--- src/rtl/cel_pkg.sv ---
// Types, constants and helper functions for the capability entry lookup.
// No dependencies; used by every module of the block.
`timescale 1ns / 1ps

package cel_pkg;

    localparam int RES_MAX  = 3;  // most results one byte can cause
    localparam int RQ_DEPTH = 4;  // result queue entries
    localparam int RQ_AW    = $clog2(RQ_DEPTH);

    // Query kinds as written to the query_kind register.
    localparam logic [1:0] QK_NUM   = 2'd0;
    localparam logic [1:0] QK_FLAG  = 2'd1;
    localparam logic [1:0] QK_STR   = 2'd2;
    localparam logic [1:0] QK_NEVER = 2'd3;  // undefined kind, never matches

    // Configuration register indexes.
    localparam logic CFG_CAP_NAME   = 1'b0;
    localparam logic CFG_QUERY_KIND = 1'b1;

    // Characters of the entry syntax.
    localparam logic [7:0] CH_COLON = 8'h3A;
    localparam logic [7:0] CH_HASH  = 8'h23;
    localparam logic [7:0] CH_EQ    = 8'h3D;
    localparam logic [7:0] CH_CARET = 8'h5E;
    localparam logic [7:0] CH_BSL   = 8'h5C;
    localparam logic [7:0] CH_PLUS  = 8'h2B;
    localparam logic [7:0] CH_MINUS = 8'h2D;
    localparam logic [7:0] CH_AT    = 8'h40;
    localparam logic [7:0] CH_ESC   = 8'h1B;
    localparam logic [7:0] CH_NUL   = 8'h00;

    typedef enum logic [3:0] {
        PH_SEEK,
        PH_WS,
        PH_NAME2,
        PH_SEP,
        PH_NUM_WS,
        PH_NUM_DIG,
        PH_STR,
        PH_CARET,
        PH_ESC,
        PH_OCT
    } t_phase;

    typedef enum logic [2:0] {
        K_SBYTE = 3'd0,
        K_SEND  = 3'd1,
        K_FLAG  = 3'd2,
        K_NUM   = 3'd3,
        K_NONE  = 3'd4
    } t_kind;

    typedef struct packed {
        logic [7:0] entry_byte;
        logic       entry_end;
    } t_in_item;

    typedef struct packed {
        t_kind              result_kind;
        logic [7:0]         string_byte;
        logic signed [31:0] number_value;
        logic               final_result;
    } t_out_item;

    typedef struct packed {
        logic [15:0] cap_name;
        logic [1:0]  query_kind;
    } t_cfg;

    // Results caused by one accepted byte.
    typedef struct packed {
        logic [1:0]                n;
        t_out_item [RES_MAX-1:0]   e;
    } t_res_list;

    function automatic logic is_ws(input logic [7:0] b);
        return (b inside {8'h20, [8'h09:8'h0D]});
    endfunction

    function automatic logic is_digit(input logic [7:0] b);
        return (b inside {[8'h30:8'h39]});
    endfunction

    // Field-separator check on a byte that broke a match.
    function automatic t_phase sep_phase(input logic [7:0] b);
        return (b == CH_COLON) ? PH_WS : PH_SEEK;
    endfunction

    // accum * 10 + digit, clamped at 2^31.
    function automatic logic [31:0] mul10_add(input logic [31:0] acc, input logic [7:0] b);
        logic [35:0] m;
        m = ({4'd0, acc} << 3) + ({4'd0, acc} << 1) + {32'd0, b[3:0]};
        return (m > 36'h080000000) ? 32'h8000_0000 : m[31:0];
    endfunction

    function automatic logic [31:0] num_value(input logic [31:0] acc, input logic neg);
        if (neg) return 32'd0 - acc;
        return (acc > 32'h7FFF_FFFF) ? 32'h7FFF_FFFF : acc;
    endfunction

    // Decoded byte after a backslash (octal leaders handled elsewhere).
    function automatic logic [7:0] esc_byte(input logic [7:0] b);
        case (b)
            8'h45:   return CH_ESC;  // E
            8'h6E:   return 8'h0A;   // n
            8'h72:   return 8'h0D;   // r
            8'h74:   return 8'h09;   // t
            8'h62:   return 8'h08;   // b
            8'h66:   return 8'h0C;   // f
            default: return b;
        endcase
    endfunction

    function automatic t_res_list push(input t_res_list l, input t_kind k,
                                       input logic [7:0] sb, input logic [31:0] nv,
                                       input logic fin);
        t_res_list r;
        t_out_item it;
        r = l;
        it.result_kind  = k;
        it.string_byte  = sb;
        it.number_value = nv;
        it.final_result = fin;
        case (l.n)
            2'd0:    r.e[0] = it;
            2'd1:    r.e[1] = it;
            2'd2:    r.e[2] = it;
            default: ;
        endcase
        if (l.n != 2'd3) r.n = l.n + 2'd1;
        return r;
    endfunction

    // Close out an unfinished query at the end of the entry text.
    function automatic t_res_list end_text(input t_res_list l, input t_phase ph,
                                           input logic done, input logic [31:0] acc,
                                           input logic neg, input logic [7:0] oct);
        t_res_list r;
        r = l;
        if (!done) begin
            case (ph)
                PH_NUM_WS, PH_NUM_DIG: begin
                    r = push(r, K_NUM, 8'd0, num_value(acc, neg), 1'b1);
                end
                PH_OCT: begin
                    r = push(r, K_SBYTE, oct, 32'd0, 1'b0);
                    r = push(r, K_SEND, 8'd0, 32'd0, 1'b1);
                end
                PH_STR, PH_CARET, PH_ESC: begin
                    r = push(r, K_SEND, 8'd0, 32'd0, 1'b1);
                end
                default: begin
                    r = push(r, K_NONE, 8'd0, 32'd0, 1'b1);
                end
            endcase
        end
        return r;
    endfunction

endpackage

--- src/rtl/cel_scanner.sv ---
// Per-byte scan state and result generation for the capability lookup.
// Depends on cel_pkg.
`timescale 1ns / 1ps

module cel_scanner (
    input  logic               i_clk,
    input  logic               i_rst_n,
    input  logic               i_accept,
    input  cel_pkg::t_in_item  i_item,
    input  cel_pkg::t_cfg      i_cfg,
    output cel_pkg::t_res_list o_results
);
    import cel_pkg::*;

    t_phase      r_phase, n_phase, m_phase;
    logic [7:0]  r_oct, n_oct, m_oct;
    logic [1:0]  r_odig, n_odig, m_odig;
    logic [31:0] r_acc, n_acc, m_acc;
    logic        r_neg, n_neg, m_neg;
    logic        r_done, n_done, m_done;

    logic [7:0]  b;
    logic        name2_hit;
    logic [7:0]  oct_step;
    logic [1:0]  odig_step;

    assign b         = i_item.entry_byte;
    assign name2_hit = (b == i_cfg.cap_name[7:0]) && (i_cfg.query_kind != QK_NEVER);
    assign oct_step  = {r_oct[4:0], 3'b000} + {4'd0, b[3:0]};
    assign odig_step = r_odig + 2'd1;

    // Next state: m_* is the state after the byte, before end-of-entry.
    always_comb begin
        m_phase = r_phase;
        m_oct   = r_oct;
        m_odig  = r_odig;
        m_acc   = r_acc;
        m_neg   = r_neg;
        m_done  = r_done;
        if (!r_done) begin
            if (b == CH_NUL) begin
                m_done = 1'b1;
            end else begin
                case (r_phase)
                    PH_SEEK: begin
                        if (b == CH_COLON) m_phase = PH_WS;
                    end
                    PH_WS: begin
                        if (!is_ws(b)) begin
                            if (b == i_cfg.cap_name[15:8]) m_phase = PH_NAME2;
                            else m_phase = sep_phase(b);
                        end
                    end
                    PH_NAME2: begin
                        if (name2_hit) begin
                            if (i_cfg.query_kind == QK_FLAG) m_done = 1'b1;
                            else m_phase = PH_SEP;
                        end else begin
                            m_phase = sep_phase(b);
                        end
                    end
                    PH_SEP: begin
                        if (i_cfg.query_kind == QK_NUM && b == CH_HASH) begin
                            m_acc   = 32'd0;
                            m_neg   = 1'b0;
                            m_phase = PH_NUM_WS;
                        end else if (i_cfg.query_kind == QK_STR && b == CH_EQ) begin
                            m_phase = PH_STR;
                        end else begin
                            m_phase = sep_phase(b);
                        end
                    end
                    PH_NUM_WS: begin
                        if (!is_ws(b)) begin
                            if (b == CH_PLUS || b == CH_MINUS) begin
                                m_neg   = (b == CH_MINUS);
                                m_phase = PH_NUM_DIG;
                            end else if (is_digit(b)) begin
                                m_acc   = mul10_add(r_acc, b);
                                m_phase = PH_NUM_DIG;
                            end else begin
                                m_done = 1'b1;
                            end
                        end
                    end
                    PH_NUM_DIG: begin
                        if (is_digit(b)) m_acc = mul10_add(r_acc, b);
                        else m_done = 1'b1;
                    end
                    PH_STR: begin
                        if (b == CH_COLON) m_done = 1'b1;
                        else if (b == CH_CARET) m_phase = PH_CARET;
                        else if (b == CH_BSL) m_phase = PH_ESC;
                    end
                    PH_CARET: begin
                        m_phase = PH_STR;
                    end
                    PH_ESC: begin
                        if (b inside {[8'h30:8'h33]}) begin
                            m_oct   = {6'd0, b[1:0]};
                            m_odig  = 2'd1;
                            m_phase = PH_OCT;
                        end else begin
                            m_phase = PH_STR;
                        end
                    end
                    PH_OCT: begin
                        if (is_digit(b)) begin
                            m_oct  = oct_step;
                            m_odig = odig_step;
                            if (odig_step == 2'd3) m_phase = PH_STR;
                        end else begin
                            // Octal byte ends; the breaking byte is string text.
                            m_phase = PH_STR;
                            if (b == CH_COLON) m_done = 1'b1;
                            else if (b == CH_CARET) m_phase = PH_CARET;
                            else if (b == CH_BSL) m_phase = PH_ESC;
                        end
                    end
                    default: begin
                        m_phase = PH_SEEK;
                    end
                endcase
            end
        end

        if (i_item.entry_end) begin
            n_phase = PH_SEEK;
            n_oct   = 8'd0;
            n_odig  = 2'd0;
            n_acc   = 32'd0;
            n_neg   = 1'b0;
            n_done  = 1'b0;
        end else begin
            n_phase = m_phase;
            n_oct   = m_oct;
            n_odig  = m_odig;
            n_acc   = m_acc;
            n_neg   = m_neg;
            n_done  = m_done;
        end
    end

    // Results caused by the byte.
    always_comb begin
        o_results = '0;
        if (!r_done) begin
            if (b == CH_NUL) begin
                o_results = end_text(o_results, r_phase, r_done, r_acc, r_neg, r_oct);
            end else begin
                case (r_phase)
                    PH_NAME2: begin
                        if (name2_hit && i_cfg.query_kind == QK_FLAG)
                            o_results = push(o_results, K_FLAG, 8'd0, 32'd0, 1'b1);
                    end
                    PH_NUM_WS: begin
                        if (!is_ws(b) && b != CH_PLUS && b != CH_MINUS && !is_digit(b))
                            o_results = push(o_results, K_NUM, 8'd0,
                                             num_value(r_acc, r_neg), 1'b1);
                    end
                    PH_NUM_DIG: begin
                        if (!is_digit(b))
                            o_results = push(o_results, K_NUM, 8'd0,
                                             num_value(r_acc, r_neg), 1'b1);
                    end
                    PH_STR: begin
                        if (b == CH_COLON)
                            o_results = push(o_results, K_SEND, 8'd0, 32'd0, 1'b1);
                        else if (b != CH_CARET && b != CH_BSL)
                            o_results = push(o_results, K_SBYTE, b, 32'd0, 1'b0);
                    end
                    PH_CARET: begin
                        o_results = push(o_results, K_SBYTE, b - CH_AT, 32'd0, 1'b0);
                    end
                    PH_ESC: begin
                        if (!(b inside {[8'h30:8'h33]}))
                            o_results = push(o_results, K_SBYTE, esc_byte(b), 32'd0, 1'b0);
                    end
                    PH_OCT: begin
                        if (is_digit(b)) begin
                            if (odig_step == 2'd3)
                                o_results = push(o_results, K_SBYTE, oct_step, 32'd0, 1'b0);
                        end else begin
                            o_results = push(o_results, K_SBYTE, r_oct, 32'd0, 1'b0);
                            if (b == CH_COLON)
                                o_results = push(o_results, K_SEND, 8'd0, 32'd0, 1'b1);
                            else if (b != CH_CARET && b != CH_BSL)
                                o_results = push(o_results, K_SBYTE, b, 32'd0, 1'b0);
                        end
                    end
                    default: ;
                endcase
            end
        end
        if (i_item.entry_end)
            o_results = end_text(o_results, m_phase, m_done, m_acc, m_neg, m_oct);
    end

    always_ff @(posedge i_clk) begin
        if (!i_rst_n) begin
            r_phase <= PH_SEEK;
            r_oct   <= 8'd0;
            r_odig  <= 2'd0;
            r_acc   <= 32'd0;
            r_neg   <= 1'b0;
            r_done  <= 1'b0;
        end else if (i_accept) begin
            r_phase <= n_phase;
            r_oct   <= n_oct;
            r_odig  <= n_odig;
            r_acc   <= n_acc;
            r_neg   <= n_neg;
            r_done  <= n_done;
        end
    end

endmodule

--- src/rtl/capability_entry_lookup.sv ---
// Top level of the capability entry lookup: config registers, scanner, result queue.
// Depends on cel_pkg and cel_scanner.
`timescale 1ns / 1ps

// Channel   Direction  Handshake              Payload
// in        input      i_in_valid/o_in_stall  i_in_data  (entry_byte, entry_end)
// out       output     o_out_valid/i_out_stall o_out_data (kind, byte, number, final)
// cfg       input      i_cfg_valid/o_cfg_ready i_cfg_index, i_cfg_data
//
// One entry byte per cycle unless input stalls. Each byte updates the scan state
// in the same cycle it is taken and writes up to three results into a four-entry
// result queue; results leave one per cycle unless output stalls. Input stalls
// while fewer than three queue entries are free, as when bytes give more than one
// result or output stalls. Synchronous active-low reset clears the scan state, the
// queue and the registers (name 0, number query). Config writes are always ready.

module capability_entry_lookup (
    input  logic               i_clk,
    input  logic               i_rst_n,
    input  logic               i_in_valid,
    output logic               o_in_stall,
    input  cel_pkg::t_in_item  i_in_data,
    output logic               o_out_valid,
    input  logic               i_out_stall,
    output cel_pkg::t_out_item o_out_data,
    input  logic               i_cfg_valid,
    output logic               o_cfg_ready,
    input  logic               i_cfg_index,
    input  logic [15:0]        i_cfg_data
);
    import cel_pkg::*;

    // Configuration registers.
    t_cfg r_cfg;

    // Result queue.
    t_out_item           r_q [RQ_DEPTH];
    logic [RQ_AW-1:0]    r_wr_ptr;
    logic [RQ_AW-1:0]    r_rd_ptr;
    logic [RQ_AW:0]      r_count;

    logic      in_accept;
    logic      out_pop;
    logic      cfg_write;
    t_res_list results;
    logic [1:0] push_n;

    assign o_cfg_ready = 1'b1;
    assign cfg_write   = i_cfg_valid && o_cfg_ready;

    // Hold input off while a worst-case byte would not fit.
    assign o_in_stall  = (r_count > (RQ_AW+1)'(RQ_DEPTH - RES_MAX));
    assign in_accept   = i_in_valid && !o_in_stall;

    assign o_out_valid = (r_count != '0);
    assign o_out_data  = r_q[r_rd_ptr];
    assign out_pop     = o_out_valid && !i_out_stall;

    assign push_n      = in_accept ? results.n : 2'd0;

    cel_scanner u_scanner (
        .i_clk     (i_clk),
        .i_rst_n   (i_rst_n),
        .i_accept  (in_accept),
        .i_item    (i_in_data),
        .i_cfg     (r_cfg),
        .o_results (results)
    );

    // Register writes take effect for the next accepted byte.
    always_ff @(posedge i_clk) begin
        if (!i_rst_n) begin
            r_cfg <= '0;
        end else if (cfg_write) begin
            case (i_cfg_index)
                CFG_CAP_NAME:   r_cfg.cap_name   <= i_cfg_data;
                CFG_QUERY_KIND: r_cfg.query_kind <= i_cfg_data[1:0];
                default: ;
            endcase
        end
    end

    // Queue storage: write this byte's results in order at the tail.
    always_ff @(posedge i_clk) begin
        for (int k = 0; k < RES_MAX; k++) begin
            if (2'(k) < push_n) r_q[r_wr_ptr + RQ_AW'(k)] <= results.e[k];
        end
    end

    // Queue pointers and fill count.
    always_ff @(posedge i_clk) begin
        if (!i_rst_n) begin
            r_wr_ptr <= '0;
            r_rd_ptr <= '0;
            r_count  <= '0;
        end else begin
            r_wr_ptr <= r_wr_ptr + RQ_AW'(push_n);
            if (out_pop) r_rd_ptr <= r_rd_ptr + 1'b1;
            r_count  <= r_count + (RQ_AW+1)'(push_n) - (RQ_AW+1)'(out_pop);
        end
    end

endmodule

--- config.mk ---
export PLATFORM = sky130hd
export DESIGN_NAME = capability_entry_lookup
export DESIGN_NICKNAME = d
export VERILOG_FILES = /design/src/rtl/cel_pkg.sv /design/src/rtl/cel_scanner.sv /design/src/rtl/capability_entry_lookup.sv
export SDC_FILE = /design/constraint.sdc
export NUM_CORES = 1
export LEC_CHECK = 0
export ABC_AREA = 1
export BUFFER_PORTS_ARGS = -buffer_cell sky130_fd_sc_hd__clkbuf_2
export CAP_MARGIN = 20
export CORE_MARGIN = 4
export CORE_UTILIZATION = 55
export DETAILED_ROUTE_END_ITERATION = 8
export PLACE_DENSITY_LB_ADDON = 0.15
export RECOVER_POWER = 100
export SETUP_SLACK_MARGIN = 0.1
export SYNTH_ARGS = -nofsm -noshare
export SYNTH_HDL_FRONTEND = slang
export SYNTH_HIERARCHICAL = 1
export SYNTH_SLANG_ARGS = --single-unit
--- constraint.sdc ---
create_clock -name i_clk -period 10.3 [get_ports i_clk]
set_clock_uncertainty 0.15 [all_clocks]
set_input_delay 2.06 -clock i_clk [delete_from_list [all_inputs] [get_ports i_clk]]
set_output_delay 2.06 -clock i_clk [all_outputs]
set_load 0.03 [all_outputs]
==> flow_metrics.env, run 1 <==
export IMPL_outcome="finished, violations left"
export IMPL_failed_checks="max-capacitance violations, max-slew violations"
export IMPL_critPathCaptureType="flop"
export IMPL_detailedRoute_firstIterationViolations=2341
export IMPL_worst_ep_arrival_time_ps=8900
export IMPL_peak_ir_drop_on_the_vdd_network_mv=0.122
export IMPL_area_delta_synth_final_pct=4.25
export IMPL_ys_seq_elements=251
export IMPL_cts_inserted_buffers=28
export IMPL_overflow=0
export IMPL_crit_path_end="r_q[1][13]"
export IMPL_global_route_usage_total_pct=30.6
export IMPL_finalWeightedCongestion=1.01
export IMPL_place_ws_ps=2120
export IMPL_timing_final_ws_setup_ps=1670
export IMPL_floorplan_initialDensity_pct=55.7
export IMPL_static_leakage_power_nw=12.9
export IMPL_share_clk_of_total_power_pct=35.5
export IMPL_number_of_synthesized_flops_with_an_enable_pin=176
export IMPL_power_share_switching_pct=33.8
export IMPL_fp_row_count=75
export IMPL_whs_ps=318
export IMPL_highest_net_fanout_along_the_worst_path=21
export IMPL_hold_path_cell_count=2
export IMPL_dp_final_hpwl_um=52000
export IMPL_n_antenna_cell=0
export IMPL_cell_internal_pwr_mw=1.84
export IMPL_power_frac_seq_pct=40.8
export IMPL_tritoncts_clock_tree="built"
export IMPL_count_of_clock_tree_sinks=251
export IMPL_num_fill_cells=4326
export IMPL_hold_path_class="reg2reg"
export IMPL_worst_ep_required_time_ps=10580
export IMPL_grt_start_max_net_pins=90
export IMPL_max_slew_margin_pct=-148
export IMPL_netlist_top_cell_by_area="sky130_fd_sc_hd__nand2_1"
export IMPL_worst_slew_pin_transition_ps=3720
export IMPL_p_sw_uw=938
export IMPL_drv_cap=9
export IMPL_global_route_wire_length_before_repair_um=117000
export IMPL_timing_critical_path_from_type="input port"
export IMPL_core_area_sq_um=42000
export IMPL_share_comb_of_total_power_pct=23.7
export IMPL_critical_path_slowest_cell="sky130_fd_sc_hd__nor2_1"
export IMPL_ys_top_cells_by_area="sky130_fd_sc_hd__nand2_1 (24%), sky130_fd_sc_hd__edfxtp_1 (23%), sky130_fd_sc_hd__inv_1 (6.8%)"
export IMPL_port_buffers=76
export IMPL_ant_nets=0
export IMPL_worst_r2r_end="r_q[1][13]"
export IMPL_holdBufCountCts=0
export IMPL_route_detailed_vias_per_inst=5.49
export IMPL_detail_route_first_pass_iterations=6
export IMPL_critical_path_most_common_cell="sky130_fd_sc_hd__nand2_1"
export IMPL_rsz0062_at_grt="no"
export IMPL_synth_top_cell_area_share_pct=23.6
export IMPL_criticalPathCategory="in2reg"
export IMPL_cts_resized=0
export IMPL_post_cts_clock_slew_at_the_launch_and_capture_registers_of_the_worst_setup_and_hold_paths_ps=60
export IMPL_clk_path_buf_depth=3
export IMPL_synthMostInstantiatedCell="sky130_fd_sc_hd__nand2_1"
export IMPL_h_tree_depth=1
export IMPL_worstSkewPairLatency_ps=570
export IMPL_fmaxAchievable_mhz=116
export IMPL_dr_total_vias=23842
export IMPL_regToRegStartpoint="u_scanner/r_acc[2]"
export IMPL_fin_crit_ps=8630
export IMPL_area_enclosed_by_the_die_boundary_sq_um=45900
export IMPL_syn_area_sq_um=23400
export IMPL_die_extent_in_y_um=214
export IMPL_routed_len_inst_um=16.8
export IMPL_crit_path_max_incr_delay_ps=1160
export IMPL_finalMaxSlewViolations=439
export IMPL_nets=3886
export IMPL_async_flop_share_pct=0
export IMPL_io_pins=78
export IMPL_synthesis_instances=3809
export IMPL_final_setup_viol_count=0
export IMPL_power_density_nw_per_um2=114
export IMPL_hold_viol=0
export IMPL_synth_flop_cell="sky130_fd_sc_hd__edfxtp_1"
export IMPL_chipWidth_um=214
export IMPL_placed_cells=4285
export IMPL_drive_gt1_share_pct=4.97
export IMPL_root_buffer="sky130_fd_sc_hd__clkbuf_16"
export IMPL_number_of_antenna_violations_at_the_first_check_in_global_routing=0
export IMPL_tns_ps=0
export IMPL_synth_yosys_seq_area_share_pct=29.0
export IMPL_cts_setup_buffers=0
export IMPL_synth_top_cells_by_count="sky130_fd_sc_hd__nand2_1 (1469), sky130_fd_sc_hd__inv_1 (424), sky130_fd_sc_hd__nor2_1 (305)"
export IMPL_synth_lib_cells_used_distinct=64
export IMPL_wl_um=73100
export IMPL_crit_path_start="i_in_data[4]"
export IMPL_layoutNonFillerInstCount=4339
export IMPL_ys_warnings_count=6
export IMPL_synthesis_area_per_instance_sq_um=6.15
export IMPL_drt_drc_violations_left=0
export IMPL_r2r_setup_slack_ps=3240
export IMPL_min_period_over_period_pct=83.8
export IMPL_reg2reg_depth=34
export IMPL_vias_in_the_first_global_route=21796
## state kept, by name, summed over array words and instances (netlist names), named ones only
register	count
r_q	176
u_scanner/r_acc	32
r_wr_ptr	2
r_rd_ptr	2
u_scanner/r_odig	2
u_scanner/r_phase	4
u_scanner/r_neg	1
u_scanner/r_done	1
u_scanner/r_oct	8
r_cfg	18
r_count	3
## worst max-delay path: cells and delay by family
kind / cells / cell delay, ps
AND/OR/NAND/NOR: 25 / 4370
adder cells (fa/ha/maj): 3 / 1160
buffers and inverters: 4 / 860
AO/OA/AOI/OAI: 2 / 250
XOR/XNOR: 1 / 150
## worst min-delay path by stage
stage,startpoint,end
6_report,u_scanner/r_odig[0],u_scanner/r_odig[0]
3_3_place_gp,u_scanner/r_odig[0],u_scanner/r_odig[0]
5_1_grt,u_scanner/r_odig[0],u_scanner/r_odig[0]
2_1_floorplan,u_scanner/r_odig[0],u_scanner/r_odig[0]
4_1_cts,u_scanner/r_odig[0],u_scanner/r_odig[0]
3_5_place_dp,u_scanner/r_odig[0],u_scanner/r_odig[0]
## layer usage
layer	routed length [um]	vias up	GRT usage [%]
met5	0	-	0
met4	2570	0	10.3
met3	6320	194	5.27
met2	33600	1041	51.0
met1	30600	10502	40.5
li1	-	12105	-
## layout make-up
type | count | area [sq um] | area share, %
well taps | 539 | 674 | 2.76
inverters | 445 | 1670 | 6.84
clock inverters | 15 | 104 | 0.426
flip-flops and latches | 251 | 6790 | 27.8
multi-input cells | 2939 | 13800 | 56.4
clock buffers | 37 | 797 | 3.27
repair buffers | 113 | 599 | 2.46
## power by group through the flow
stage / Clock, mW / Combinational (mW) / Sequential (mW)
final: 0.986 / 0.656 / 1.13
after global placement: 0 / 0.664 / 1.15
after global routing: 1.03 / 0.722 / 1.14
after floorplan: 0 / 0.493 / 1.15
after detailed placement: 0 / 0.668 / 1.16
after CTS: 0.998 / 0.669 / 1.13
## placed cells by master (no fill, tap or decap), drive strengths merged, types with 4 or more instances in the layout
| cell type | synthesis | final |
|---|---|---|
| a21oi | 147 | 147 |
| o22ai | 60 | 60 |
| clkbuf | 115 | 116 |
| clkinv | 5 | 14 |
| a32o | 6 | 6 |
| nor4 | 12 | 12 |
| o21a | 4 | 4 |
| edfxtp | 176 | 176 |
| o21bai | 7 | 7 |
| nand2 | 1502 | 1502 |
| xnor2 | 9 | 9 |
| a221oi | 4 | 4 |
| and2 | 4 | 4 |
| xor2 | 19 | 19 |
| nor3 | 29 | 29 |
| a31oi | 32 | 32 |
| ha | 74 | 74 |
| o2111ai | 4 | 4 |
| buf | 134 | 34 |
| nand4 | 33 | 33 |
| conb | 2 | 77 |
| o21ai | 212 | 212 |
| o211ai | 20 | 20 |
| o31ai | 31 | 31 |
| dfxtp | 75 | 75 |
| or2 | 6 | 6 |
| inv | 440 | 442 |
| nand3 | 280 | 280 |
| nor2 | 339 | 339 |
## cells by family after synthesis
group | count (synthesis) | synth area share (%)
other cells | 2 | 0.0321
fa+ha+maj | 77 | 4.21
simple gates | 2210 | 39.2
flops | 251 | 29.0
buf+inv | 694 | 12.9
compound gates | 547 | 13.5
xor+xnor | 28 | 1.05
## through the flow
stage	total power [mW]	utilization [%]	area [sq um]
5_1_grt	2.89	58.0	24400
4_1_cts	2.80	58.5	24600
2_1_floorplan	1.65	-	23700
6_report	2.77	58.0	24400
3_3_place_gp	1.82	56.3	23700
3_5_place_dp	1.82	56.4	23700
No activity file was read; power rests on OpenSTA's default activity.
==> run 2: changes to the inputs <==
==> constraint.sdc (replaced) <==
create_clock -name i_clk -period 8.81 [get_ports i_clk]
set_clock_uncertainty 0.15 [all_clocks]
set_input_delay 1.762 -clock i_clk [delete_from_list [all_inputs] [get_ports i_clk]]
set_output_delay 1.762 -clock i_clk [all_outputs]
set_load 0.03 [all_outputs]
==> flow_metrics.env, run 2 (synthesized netlist as in run 1, its figures left out) <==
export IMPL_detail_route_first_pass_iterations=7
export IMPL_max_slew_margin_pct=-56.9
export IMPL_h_tree_depth=1
export IMPL_global_route_wire_length_before_repair_um=121000
export IMPL_worst_r2r_end="r_q[1][10]"
export IMPL_power_frac_seq_pct=39.7
export IMPL_criticalPathCategory="in2reg"
export IMPL_highest_net_fanout_along_the_worst_path=20
export IMPL_clk_path_buf_depth=3
export IMPL_fp_row_count=75
export IMPL_share_comb_of_total_power_pct=22.8
export IMPL_drt_drc_violations_left=0
export IMPL_chipWidth_um=214
export IMPL_worst_ep_required_time_ps=9090
export IMPL_io_pins=78
export IMPL_count_of_clock_tree_sinks=251
export IMPL_drive_gt1_share_pct=5.15
export IMPL_outcome="finished, violations left"
export IMPL_register_area_sq_um=6790
export IMPL_fmaxAchievable_mhz=130
export IMPL_area_delta_synth_final_pct=4.54
export IMPL_dr_total_vias=24439
export IMPL_critical_path_most_common_cell="sky130_fd_sc_hd__nand2_1"
export IMPL_finalWeightedCongestion=0.989
export IMPL_nets=3891
export IMPL_routed_top_layer="met4"
export IMPL_hold_path_class="reg2reg"
export IMPL_core_area_sq_um=42000
export IMPL_final_setup_viol_count=0
export IMPL_routed_len_inst_um=17.7
export IMPL_place_area_sq_um=23700
export IMPL_n_antenna_cell=0
export IMPL_crit_path_end="r_q[1][10]"
export IMPL_global_route_usage_total_pct=32.0
export IMPL_largest_register_ffs=176
export IMPL_crit_path_start="i_in_data[4]"
export IMPL_tritoncts_clock_tree="built"
export IMPL_post_cts_clock_slew_at_the_launch_and_capture_registers_of_the_worst_setup_and_hold_paths_ps=60
export IMPL_rsz0062_at_grt="no"
export IMPL_p_sw_mw=1.12
export IMPL_dp_final_hpwl_um=52800
export IMPL_holdBufCountCts=0
export IMPL_static_leakage_power_nw=12.9
export IMPL_min_period_over_period_pct=87.0
export IMPL_fin_crit_ps=7670
export IMPL_regToRegStartpoint="u_scanner/r_acc[2]"
export IMPL_port_buffers=76
export IMPL_layout_cells_most_common="sky130_fd_sc_hd__nand2_1"
export IMPL_floorplan_initialDensity_pct=55.7
export IMPL_cell_internal_pwr_mw=2.21
export IMPL_route_detailed_vias_per_inst=5.63
export IMPL_cts_resized=0
export IMPL_reg2reg_depth=35
export IMPL_ant_nets=0
export IMPL_finalMaxSlewViolations=91
export IMPL_number_of_antenna_violations_at_the_first_check_in_global_routing=0
export IMPL_multi_input_area_sq_um=13700
export IMPL_cts_inserted_buffers=29
export IMPL_met2WireLength_um=35600
export IMPL_grt_start_max_net_pins=89
export IMPL_peak_ir_drop_on_the_vdd_network_mv=0.133
export IMPL_power_density_nw_per_um2=136
export IMPL_overflow=0
export IMPL_detailedRoute_firstIterationViolations=2578
export IMPL_root_buffer="sky130_fd_sc_hd__clkbuf_16"
export IMPL_cts_setup_buffers=0
export IMPL_vias_in_the_first_global_route=22383
export IMPL_timing_critical_path_from_type="input port"
export IMPL_detail_route_wirelength_met1_um=31400
export IMPL_worst_ep_arrival_time_ps=7940
export IMPL_mostFrequentLayoutCells="sky130_fd_sc_hd__nand2_1 (1478), sky130_fd_sc_hd__inv_1 (428), sky130_fd_sc_hd__nor2_1 (314)"
export IMPL_timing_final_ws_setup_ps=1140
export IMPL_r2r_setup_slack_ps=2340
export IMPL_final_design_area_no_fill_sq_um=24500
export IMPL_crit_path_max_incr_delay_ps=570
export IMPL_power_share_switching_pct=33.7
export IMPL_drv_cap=2
export IMPL_hold_viol=0
export IMPL_area_enclosed_by_the_die_boundary_sq_um=45900
export IMPL_worst_slew_pin_transition_ps=2350
export IMPL_num_fill_cells=4347
export IMPL_share_clk_of_total_power_pct=37.5
export IMPL_wl_um=76700
export IMPL_place_ws_ps=1240
export IMPL_wl_met3_um=7040
export IMPL_tns_ps=0
export IMPL_worstSkewPairLatency_ps=570
export IMPL_regMostFlops="r_q"
export IMPL_die_extent_in_y_um=214
export IMPL_critPathCaptureType="flop"
export IMPL_critical_path_slowest_cell="sky130_fd_sc_hd__fa_1"
export IMPL_failed_checks="max-capacitance violations, max-slew violations"
export IMPL_reg_largest_list="r_q x176, u_scanner/r_acc x32, r_cfg x18"
-- run 2: routing by layer --
| layer | up-vias | track usage [%] |
|---|---|---|
| li1 | 12137 | - |
| met1 | 10963 | 42.3 |
| met2 | 1131 | 53.5 |
| met3 | 208 | 4.99 |
| met4 | 0 | 11.1 |
| met5 | - | 0 |
-- run 2: layout make-up --
type / count / area share (%)
sequential: 251 / 27.7
multi-input combinational: 2939 / 56.1
inverter: 445 / 6.83
timing repair buffer: 117 / 2.61
tap: 539 / 2.76
clock inverter: 20 / 0.951
clock buffer: 31 / 3.00
-- run 2: stage by stage --
stage	utilization (%)	hold WS [ps]	instances	total power, mW
global placement	56.5	305	4290	2.13
global route	58.2	345	4342	3.48
CTS	58.8	320	4341	3.38
floorplan	-	291	3884	1.93
finish	58.2	316	4342	3.34
detailed placement	56.5	312	4290	2.14
-- run 2: critical path, delay by kind of cell --
family / cells / cell delay [ps]
buffers and inverters: 5 / 1090
adder cells (fa/ha/maj): 2 / 1060
AO/OA/AOI/OAI: 3 / 910
AND/OR/NAND/NOR: 26 / 3100
-- run 2: how the worst min path moves through the flow --
| stage | from | end | slack (ps) | cells after the start |
|---|---|---|---|---|
| after global routing | u_scanner/r_odig[0] | u_scanner/r_odig[0] | 340 | 2 |
| final | u_scanner/r_odig[0] | u_scanner/r_odig[0] | 320 | 2 |
| after floorplan | u_scanner/r_odig[0] | u_scanner/r_odig[0] | 290 | 2 |
| after detailed placement | u_scanner/r_odig[0] | u_scanner/r_odig[0] | 310 | 2 |
| after global placement | u_scanner/r_odig[0] | u_scanner/r_odig[0] | 310 | 2 |
| after CTS | u_scanner/r_odig[0] | u_scanner/r_odig[0] | 320 | 2 |
-- run 2: power by group through the flow --
stage / registers (mW) / clock network (mW) / logic (mW)
after global placement: 1.35 / 0 / 0.781
after detailed placement: 1.35 / 0 / 0.785
after floorplan: 1.35 / 0 / 0.576
after global routing: 1.33 / 1.32 / 0.833
final: 1.32 / 1.25 / 0.761
after CTS: 1.33 / 1.26 / 0.788
